<file path="src/rtl/adamu_fifo.sv">
// Small flop queue between the front and back of the Adam update.
// Generic width and depth; no package dependency.
`default_nettype none
module adamu_fifo #(
    parameter int WIDTH = 8,
    parameter int DEPTH = 4
) (
    input  wire logic             i_clk,
    input  wire logic             i_rst_n,
    input  wire logic             i_push,
    input  wire logic [WIDTH-1:0] i_data,
    input  wire logic             i_pop,
    output logic [WIDTH-1:0]      o_data,
    output logic                  o_full,
    output logic                  o_empty
);
    localparam int PW = (DEPTH > 1) ? $clog2(DEPTH) : 1;
    localparam int CW = $clog2(DEPTH + 1);

    logic [WIDTH-1:0] r_mem [DEPTH];
    logic [PW-1:0]    r_wr, r_rd, n_wr, n_rd;
    logic [CW-1:0]    r_cnt, n_cnt;
    logic             push_ok, pop_ok;

    assign o_full  = (r_cnt == CW'(DEPTH));
    assign o_empty = (r_cnt == '0);
    assign o_data  = r_mem[r_rd];
    assign push_ok = i_push && !o_full;
    assign pop_ok  = i_pop && !o_empty;

    always_comb begin
        n_wr  = r_wr;
        n_rd  = r_rd;
        n_cnt = r_cnt;
        if (push_ok) begin
            n_wr = (r_wr == PW'(DEPTH - 1)) ? '0 : r_wr + PW'(1);
        end
        if (pop_ok) begin
            n_rd = (r_rd == PW'(DEPTH - 1)) ? '0 : r_rd + PW'(1);
        end
        if (push_ok && !pop_ok) begin
            n_cnt = r_cnt + CW'(1);
        end else if (pop_ok && !push_ok) begin
            n_cnt = r_cnt - CW'(1);
        end
    end

    always_ff @(posedge i_clk) begin
        if (!i_rst_n) begin
            r_wr  <= '0;
            r_rd  <= '0;
            r_cnt <= '0;
        end else begin
            r_wr  <= n_wr;
            r_rd  <= n_rd;
            r_cnt <= n_cnt;
        end
    end

    always_ff @(posedge i_clk) begin
        if (push_ok) begin
            r_mem[r_wr] <= i_data;
        end
    end
endmodule
`default_nettype wire

</file>
<file path="config.mk">
export PLATFORM = sky130hd
export DESIGN_NAME = adamu_fifo
export DESIGN_NICKNAME = d
export VERILOG_FILES = /design/src/rtl/adamu_fifo.sv
export SDC_FILE = /design/constraint.sdc
export NUM_CORES = 1
export LEC_CHECK = 0
export BUFFER_PORTS_ARGS = -buffer_cell sky130_fd_sc_hd__buf_2
export CORE_ASPECT_RATIO = 0.75
export CORE_UTILIZATION = 25
export DETAILED_ROUTE_END_ITERATION = 16
export GPL_TIMING_DRIVEN = 0
export HOLD_SLACK_MARGIN = 0.03
export MAX_ROUTING_LAYER = met4
export PLACE_DENSITY = 0.4
export SLEW_MARGIN = 20
export SYNTH_ARGS = -nofsm -noshare
export SYNTH_HDL_FRONTEND = slang
export SYNTH_SLANG_ARGS = --single-unit
export TNS_END_PERCENT = 100
</file>
<file path="constraint.sdc">
create_clock -name i_clk -period 2.09 [get_ports i_clk]
set_input_delay 0.627 -clock i_clk [delete_from_list [all_inputs] [get_ports i_clk]]
set_output_delay 0.627 -clock i_clk [all_outputs]
set_load 0.05 [all_outputs]
</file>
---- Word-level counts from Yosys, hierarchy flattened ----
Memory sizes are Yosys's and may differ from the RTL's. A register that Yosys moved wholly into a read port is not among the register bits.
Cells that the tools add are included.
cells by class
  add/subtract/negate cells ............... 4
  eq/ne operators ......................... 3
  mux-type cells .......................... 8
  reductions and logical operators ........ 10
operator list
  operator                                                             count
  2-bit 2-to-1 mux                                                     4
  3-bit 2-to-1 mux                                                     2
  2-bit by 1-bit adder with 2-bit output (second input constant)       2
  2-bit equality test (second input constant)                          2
  1-bit logical AND                                                    4
  1-bit logical NOT                                                    4
  3-bit by 1-bit adder with 3-bit output (second input constant)       1
  3-bit equality test (second input constant)                          1
  3-bit logical NOT                                                    1
  3-bit by 1-bit subtractor with 3-bit output (second input constant)  1
  1-bit 2-to-1 mux                                                     2
  2-bit nonzero test                                                   1
word-level totals
  register bits ........................... 7
  RAM bits ................................ 32
  input port bits ......................... 12
  output and inout port bits .............. 10
  memories kept ........................... 1
memories
  memory  words  width  rd ports  clocked after memory_dff  wr ports  RTL line  source
  r_mem   4      8      1         1                         1         20        logic [WIDTH-1:0] r_mem [DEPTH];

---- Longest topological paths before layout ----
Gate-level depths: netlist of the first run.
  depth after elaboration ................. 7
  mapped depth ............................ 9
  gate-level depth less buffers ........... 8

---- Worst setup path before layout of the first run ----
No wires, ideal clock.
  path kind ............................... flip-flop to flip-flop
  from .................................... register r_cnt[1]
  to ...................................... register r_cnt[2]
  library setup time ...................... 76 ps
  data arrival time ....................... 2,259 ps
  data required time ...................... 2,014 ps
  path slack .............................. -245 ps
  cell stages (with the launch flop) ...... 10
  path buffers ............................ 1
  period minus slack after synthesis ...... 2,335 ps
  cells stage by stage .................... dfxtp_1 nor3b_2 nor2b_1 buf_2 ha_1 inv_1 fa_1 xor2_1 or3_1 a21boi_0
between the ends
  word-level cells in the longest chain between the ends .. 6
  elaborated cells on any way between the ends .. 15
  those cells by class .................... add/sub: 2; eq/ne: 1; mux: 2; reduce/logical: 10
ends and longest elaborated chain
  item                          RTL line  source
  start, declared               22        logic [CW-1:0] r_cnt, n_cnt;
  start signal, assigned        56        r_cnt <= n_cnt;
  3-bit equality test (*)       25        assign o_full = (r_cnt == CW'(DEPTH));
  via o_full                    14        output logic o_full,
  1-bit logical NOT (*)         28        assign push_ok = i_push && !o_full;
  1-bit logical AND (*)         28
  via push_ok                   23        logic push_ok, pop_ok;
  1-bit logical NOT             43        end else if (pop_ok && !push_ok) begin
  1-bit logical AND             43
  2-bit nonzero test (no line)  -
Mark *: on every way through the listed nets, which the timed path passes. The rest lies on a longest branch. The select of a mux whose other input is x is not followed.
A chain may end at the register's enable or synchronous reset.

==> results of run 1 <==
==> timing repair <==
action | in CTS | in global routing
endpoints found under the setup margin | 9 | 9
pin swaps | 0 | 1
cloned | 0 | 0
resized for setup | 23 | 2
buffers inserted | 0 | 2
==> routing by layer <==
layer / track usage (%) / up-vias / wire, um
met4: 4.55 / 0 / 60
li1: - / 403 / -
met1: 12.0 / 417 / 1280
met3: 3.14 / 7 / 115
met5: - / - / 0
met2: 13.7 / 14 / 1300
==> worst paths after layout <==
kind,from,to,slack [ns],depth (start not counted)
max,flip-flop,o_data[1],-0.01,3
max reg2reg,r_cnt[0],r_cnt[2],0.10,7
min,r_wr[1],r_wr[1],0.52,2
min reg2reg,r_wr[1],r_wr[1],0.52,2
==> registers in the layout, summed over array words and instances, names as in the netlist, named ones only <==
| register | count |
|---|---|
| r_wr | 2 |
| r_cnt | 3 |
| r_rd | 2 |
| r_mem | 32 |
==> cells by family (layout without fill, tap and decap cells) <==
group | count (synthesis) | after routing
flip-flops | 41 | 41
AND/OR/NAND/NOR | 20 | 20
multiplexers | 11 | 11
adder cells (fa/ha/maj) | 7 | 7
buffers and inverters | 7 | 37
AO/OA/AOI/OAI | 5 | 5
XOR/XNOR | 2 | 2
==> cells in the mapped netlist (all sizes together) (2+ instances only) <==
| library cell | number |
|---|---|
| edfxtp | 32 |
| mux2i | 3 |
| nor2b | 2 |
| nor2 | 2 |
| ha | 6 |
| and2 | 5 |
| dfxtp | 9 |
| buf | 3 |
| nand2 | 6 |
| inv | 3 |
| mux4 | 8 |
| o21ai | 3 |
| nand3 | 2 |
==> final cells by class <==
cell class	instances	area, um2	area share, %
Inverter	3	11.3	0.542
Timing Repair Buffer	23	174	8.38
Clock inverter	1	30.0	1.45
Multi-Input combinational cell	45	493	23.7
Sequential cell	41	1150	55.3
Clock buffer	7	86.3	4.16
Tap cell	81	101	4.88
Buffer	3	31.3	1.51
==> critical path: stages, from the launching register on <==
cell	delay, ns
sky130_fd_sc_hd__dfxtp_2	0.34
sky130_fd_sc_hd__buf_12	0.14
sky130_fd_sc_hd__mux4_2	0.54
sky130_fd_sc_hd__buf_8	0.17
==> per-stage QoR <==
stage               hold WS [ns]  instances
global route               0.538        204
global placement           0.492        195
detailed placement         0.501        195
finish                     0.519        204
floorplan                  0.468         93
CTS                        0.513        202
==> where the power goes <==
group,leakage (nW),switching (W),internal [W]
clock network,0.0585,0.000259,0.000389
registers,0.369,0.0000935,0.00101
logic,0.308,0.000572,0.000440
total,0.736,0.000925,0.00184
==> run summary, run 1 <==
For this design the static power due to leakage is 0.736 nW. The initial standard-cell utilization of the core was 25.9%. At the worst endpoint, the required time is 1.46 ns.

The logs give 0.00629 mm2 for the standard cell core area and 33.0% for the final core area utilization. STA classifies the critical path endpoint as an output pin. The library cells used most frequently in the layout, excluding fill and tap cells, are 32 x sky130_fd_sc_hd__edfxtp_1, 13 x sky130_fd_sc_hd__buf_2, 8 x sky130_fd_sc_hd__mux4_2.

The period utilization is 101%. 22 I/O pins were placed. The post-route DRC violation count came out at 0. The run gives 41 as the number of sinks driven by the clock tree.

Share of the synthesized area in the top cell type: 58.9%. The worst-case vdd ir drop was 0.000368 V. Summed over all instances, the cell type with the most area after synthesis is sky130_fd_sc_hd__edfxtp_1. Layout net count: 141.

The finished cells cover 0.00208 mm2. The port buffer count was 21. The root buffer cell chosen for the clock tree is sky130_fd_sc_hd__clkbuf_8. The die boundary height works out to 71.9 um. Yosys attributes the largest share of cell area to sky130_fd_sc_hd__edfxtp_1 59%, sky130_fd_sc_hd__dfxtp_1 11%, sky130_fd_sc_hd__mux4_2 11%.

For the vias after detailed routing, the log shows 841. The total power divided by cell area works out to 1330 mW/mm2. For the number of antenna violations at the first check in global routing, the log shows 0. Headroom to the max-slew limit came out at 69.3%. For the total of max-cap violations, the log shows 0. The area share of and/or/nand/nor cells after synthesis was 6.60%; the overall power was 0.00277 W. After clock tree synthesis, the clock-pin slew on the worst setup and hold paths is 0.08 ns.

The congestion estimate from routability-driven global placement came to 0.726. In the synthesized netlist the dominant register cell turns out to be sky130_fd_sc_hd__edfxtp_1. The share of the Yosys chip area taken by registers is 70.0%.

Once detailed placement completed, the half-perimeter wirelength came to 1.90 mm. Hold violation total from the final report: 0. The path class of the tightest hold or removal check is reg2reg. The area enclosed by the die boundary came out at 0.00685 mm2.

CTS built an H-tree with a depth of 2. The number of synthesized register bits works out to 41. The Yosys step of the flow raised 0 warnings.

The main combinational cell family by area after synthesis was multiplexers. The average cell area after synthesis was 17.5 um2. Global routing used 9.51% of the available tracks across all layers. The tools report the first-pass GRT wire length as 4.42 mm.

TritonCTS built the clock tree. Dividing the detail-routed via count by the number of cells gives 4.12. The setup clock skew after layout was 0.00503 ns; the sum of negative setup slack was -0.0151 ns. Based on the critical path, the design can be clocked at up to 475 MHz.

In this run the horizontal extent of the chip is 95.2 um. The layout filler cell count was 604. After the first detailed-routing iteration, the DRC count stood at 27. For the number of optimization iterations in the first detailed-route pass, the log shows 4. Summing every instance area after synthesis gives 0.00163 mm2.

The top fanout value on the critical path came out at 8. The critical path is of the reg2out type. The repair_antennas step left the layout with diodes totalling 0. The run gives 13 as the pin count of the biggest net entering global routing.

The final reports fail on negative setup slack. Clock tree synthesis inserted a total of 5 buffers. The count of antenna-violating nets left after detailed routing was 0; the via count of the first global-routing pass was 875.

The cell area after placement came out at 0.00187 mm2. The most common library cell in the layout ignoring fill and taps was sky130_fd_sc_hd__edfxtp_1. The tools report the total count of max-transition violations in the final report as 0. Counting distinct cell types in the post-synthesis netlist gives 23.

At the later pin of the worst-skew pair, clock insertion delay measures 0.29 ns. The mux contribution to synthesized area is 12.9%. Subtracting the final worst setup slack from the clock period gives 2.10 ns. The worst setup path is launched from a flip-flop. In this run the deepest clock path goes through 2 buffers. Before CTS, the worst setup slack after placement is -0.170 ns. Buffers inserted to repair hold after CTS numbered 0. The run finished, with violations left. STA puts the critical path data arrival time at 1.48 ns. After detailed routing, the average wire length per cell comes to 13.5 um. The number of standard cells after synthesis is 93. The tools report the final worst slack as -0.0136 ns. Of the total synthesized cell area, the portion taken by full adders, half adders and majority gates is 5.83%. The total overflow left after global routing is 0. Yosys mapped a number of flops with a built-in enable equal to 32.

The net count of the mapped netlist was 112; the area growth from synthesis to layout was 27.3%. The complex-gate fraction of the synthesized area was 1.84%; the number of endpoints failing setup at the final stage was 2. Setup repair after global routing could not meet its margin everywhere. The fraction of synthesis flops using an asynchronous set or reset pin is 0%, and the xor/xnor cell area share of the yosys netlist is 1.07%. For this block, the routed nets add up to 2.76 mm of wire. The run gives 25 as the number of cell rows. For the pin with the worst max-slew slack, the measured transition is 0.460 ns.

Cells with a size suffix above 1 make up 38.2% of the layout.
(Power assumes the default switching activity.)
==> inputs of run 2 (changes only) <==
--- a/config.mk
+++ b/config.mk
@@ -5,6 +5,7 @@
 export SDC_FILE = /design/constraint.sdc
 export NUM_CORES = 1
 export LEC_CHECK = 0
+export ABC_AREA = 1
 export BUFFER_PORTS_ARGS = -buffer_cell sky130_fd_sc_hd__buf_2
 export CORE_ASPECT_RATIO = 0.75
 export CORE_UTILIZATION = 25
@@ -12,7 +13,7 @@
 export GPL_TIMING_DRIVEN = 0
 export HOLD_SLACK_MARGIN = 0.03
 export MAX_ROUTING_LAYER = met4
-export PLACE_DENSITY = 0.4
+export PLACE_DENSITY = 0.38
 export SLEW_MARGIN = 20
 export SYNTH_ARGS = -nofsm -noshare
 export SYNTH_HDL_FRONTEND = slang
==> constraint.sdc (replaced) <==
create_clock -name i_clk -period 2 [get_ports i_clk]
set_input_delay 0.6 -clock i_clk [delete_from_list [all_inputs] [get_ports i_clk]]
set_output_delay 0.6 -clock i_clk [all_outputs]
set_load 0.05 [all_outputs]
==> run summary, run 2 <==
The run finished with clean final reports. Wire length per cell after detailed routing: 13.6 um (+0.75%). For the data required time at the worst endpoint, the log shows 1.40 ns (-0.06 ns).

The register-to-register path setup slack was 0.20 ns (+0.10 ns); the number of synthesized register bits was 41 (unchanged). The count of cells along the worst register-to-register path is 9 (+2), and the upper clock frequency limit is 512 MHz. The run gives 1.35 ns (-0.13 ns) as the critical path data arrival time. The setup path with the least slack is of type reg2out.

The x dimension of the die works out to 97.0 um (+1.9%). The run gives 56 (+110%) as the first-iteration detailed-routing DRC count. The tools report the finished layout cell area as 0.00213 mm2 (+2.5%). The fraction of the yosys area taken by sequential cells was 67.4% (-2.6 points).

The total count of max-transition violations in the final report was 0 (unchanged); the clock slew seen by the registers of the worst setup and hold paths was 0.08 ns (about the same). For the post-route DRC violation count, the log shows 0 (unchanged). The setup clock skew after layout is 0.00624 ns (+0.00121 ns). Vias after detailed routing: 1131 (+34%). The register with the highest flop count was r_mem. For the worst hold slack across all endpoints, the log shows 0.519 ns (-0.000251 ns). The path with the worst hold slack has its endpoint at r_mem[3][6].

For the placed wire-length estimate, the log shows 2.43 mm (+28%). Cell area after placement: 0.00191 mm2 (+2.1%). The logs give 0 (unchanged) for the number of buffers inserted for hold repair after clock tree synthesis and 0.00320 W (+16%) for the overall power. The die boundary height was 73.3 um (+1.8%).

The proportion of layout cells with a drive suffix above 1 was 26.0% (-12 points). The average cell area after synthesis was 11.4 um2 (-35%); the layout filler cell count was 639 (+5.8%). The root buffer selected by CTS is sky130_fd_sc_hd__clkbuf_8. The tools report the depth of the CTS H-tree as 2 (unchanged). The cell taking the most area after synthesis is sky130_fd_sc_hd__edfxtp_1.

The number of cell rows was 25 (unchanged); the number of endpoints failing setup at the final stage was 0 (-2). The count of antenna-violating nets left after detailed routing is 0 (unchanged). The share of the synthesized area in the top cell type is 56.8% (-2.2 points). The tools report the number of warnings reported in the yosys synthesis log as 0 (unchanged). Sorting the synthesized cells by area gives the leading types as sky130_fd_sc_hd__edfxtp_1 57%, sky130_fd_sc_hd__dfxtp_1 11%, sky130_fd_sc_hd__nor2_1 7.3%. Worst-case vdd ir drop: 0.000397 V (+7.8%).

The number of buffers inserted during clock tree synthesis is 5 (unchanged), and the number of sinks driven by the clock tree is 41 (unchanged). The instance count along the most critical hold path is 1 (-1), and the number of flip-flops in the largest register is 32 (unchanged). The top cell types in the final layout, fill and taps aside, are 32 x sky130_fd_sc_hd__nor2_1, 32 x sky130_fd_sc_hd__edfxtp_1, 17 x sky130_fd_sc_hd__inv_1.

The class of the most critical hold timing path was in2reg. The most instantiated library cell after synthesis is sky130_fd_sc_hd__nor2_1. In the final layout, the registers with the most flip-flops are r_mem (32), r_cnt (3). The tools report the hold violation total from the final report as 0 (unchanged). The most used flip-flop cell after synthesis is sky130_fd_sc_hd__edfxtp_1.

The maximum buffer depth of the clock tree came out at 2 (unchanged). The standby leakage power came out at 0.846 nW (+15%). Port buffer count: 21 (unchanged). The first-pass GRT wire length is 5.68 mm (+28%). The total of max-cap violations was 0 (unchanged); the count of inserted antenna diode cells was 0 (unchanged).

The start point of the worst hold path is i_data[6]. TritonCTS built the clock tree. The routed via count divided by cell count is 4.32 (+4.7%). The tools report the number of optimization iterations in the first detailed-route pass as 4 (unchanged).

Number of antenna violations at the first check in global routing: 0 (unchanged). The layout net count was 199 (+41%); the top fanout value on the critical path was 8 (unchanged). For the final routed wirelength across all metal layers, the log shows 3.57 mm (+29%). For the area enclosed by the die boundary, the log shows 0.00711 mm2 (+3.7%). The final core area utilization is 33.2% (+0.16 points). The pin count of the biggest net entering global routing was 14 (+1); the final worst slack was 0.0467 ns (+0.0603 ns).

Setup repair after global routing left no endpoint under its margin. The worst reg2reg path endpoint was r_cnt[1]. The area growth from synthesis to layout is 25.6%.

By count the netlist is led by 33 x sky130_fd_sc_hd__nor2_1, 32 x sky130_fd_sc_hd__edfxtp_1, 18 x sky130_fd_sc_hd__inv_1. The logs give 26.4% (+0.47 points) for the initial standard-cell utilization of the core and 0.00641 mm2 (+2.0%) for the standard cell core area. The distinct cell type count after synthesis is 18 (-22%), and the clock latency at the later pin of the worst-skew pair is 0.29 ns (about the same). The number of enable-type register cells in the synthesized netlist came out at 32 (unchanged). Number of top-level pins: 22 (unchanged). For the number of standard cells after synthesis, the log shows 148 (+59%). The final global-route overflow total was 0 (unchanged); the total power divided by cell area was 1500 mW/mm2 (+13%). For the total standard cell area after synthesis, the log shows 0.00169 mm2 (+3.8%).

The placer's final routability congestion estimate came out at 0.693 (-4.5%). The fraction of synthesis flops using an asynchronous set or reset pin was 0% (unchanged). For the via count of the first global-routing pass, the log shows 1208 (+38%). STA classifies the critical path startpoint as a flip-flop. The period utilization is 97.7%.

The setup slack at placement was 0.0406 ns (+0.211 ns). Time the worst path needs with I/O delays and setup: 1.95 ns. Transition at the pin with the smallest max-transition slack: 0.863 ns (+0.403 ns). The worst register-to-register path begins at r_cnt[0].

The worst setup path is captured at an output pin. For the normalized max-slew margin, the log shows 42.2% (-27 points). The total global-route track usage was 11.3% (+1.8 points). The net count of the mapped netlist came out at 167 (+49%).
## run 2: final cells by class
cell class	instances	area (um2)	area share (%)
plain buffers	2	26.3	1.24
clock buffers	5	68.8	3.24
clock inverters	3	41.3	1.94
inverters	19	81.3	3.82
multi-input cells	86	483	22.7
flip-flops and latches	41	1150	54.0
well taps	81	101	4.76
repair buffers	25	176	8.29
## run 2: kinds of logic (layout without fill, tap and decap cells)
group / after synthesis / count (layout) / share of synthesized area, %
simple gates: 51 / 51 / 11.9
compound gates: 28 / 28 / 9.53
buf+inv: 21 / 54 / 5.54
flops: 41 / 41 / 67.4
fa+ha+maj: 7 / 7 / 5.62
## run 2: worst max-delay path by stage
stage,startpoint,endpoint,slack [ns],cells after the start
after floorplan,flip-flop,o_data[5],0.007,4
after global placement,i_push,r_mem[3][1],0.02,3
after detailed placement,i_push,r_cnt[1],0.04,8
after CTS,flip-flop,o_data[3],-0.001,5
after global routing,flip-flop,o_data[1],0.002,5
final,flip-flop,o_data[2],0.05,5
## run 2: metrics by stage
step	setup TNS, ns	instances
global route	0	262
floorplan	0	148
global placement	0	250
detailed placement	0	250
CTS	-0.00141	260
finish	0	262
## run 2: repair_timing
item                                    in CTS  in global routing
gates cloned                                 0                  1
pin swaps                                    1                  4
endpoints found under the setup margin       8                 10
buffers inserted                             2                  1
gates resized for setup                     12                 15
## run 2: routing by layer
layer  vias up  GRT usage [%]  part of all wire [%]
met5         -              -                     0
met4         0           5.97                   1.3
met3         4           3.33                   3.6
met2        17           18.7                    49
met1       545           12.6                    46
li1        565              -                     -
## run 2: power by group
| group | total (W) | switching [W] | internal (W) |
|---|---|---|---|
| clock network | 0.000656 | 0.000289 | 0.000367 |
| logic | 0.00137 | 0.000918 | 0.000448 |
| registers | 0.00118 | 0.000109 | 0.00107 |
## run 2: worst max-delay path, cell delays in order, from the launching register on
cell	delay, ns
sky130_fd_sc_hd__dfxtp_4	0.39
sky130_fd_sc_hd__inv_8	0.09
sky130_fd_sc_hd__clkbuf_16	0.15
sky130_fd_sc_hd__nor2_1	0.04
sky130_fd_sc_hd__o22ai_1	0.17
sky130_fd_sc_hd__buf_4	0.23
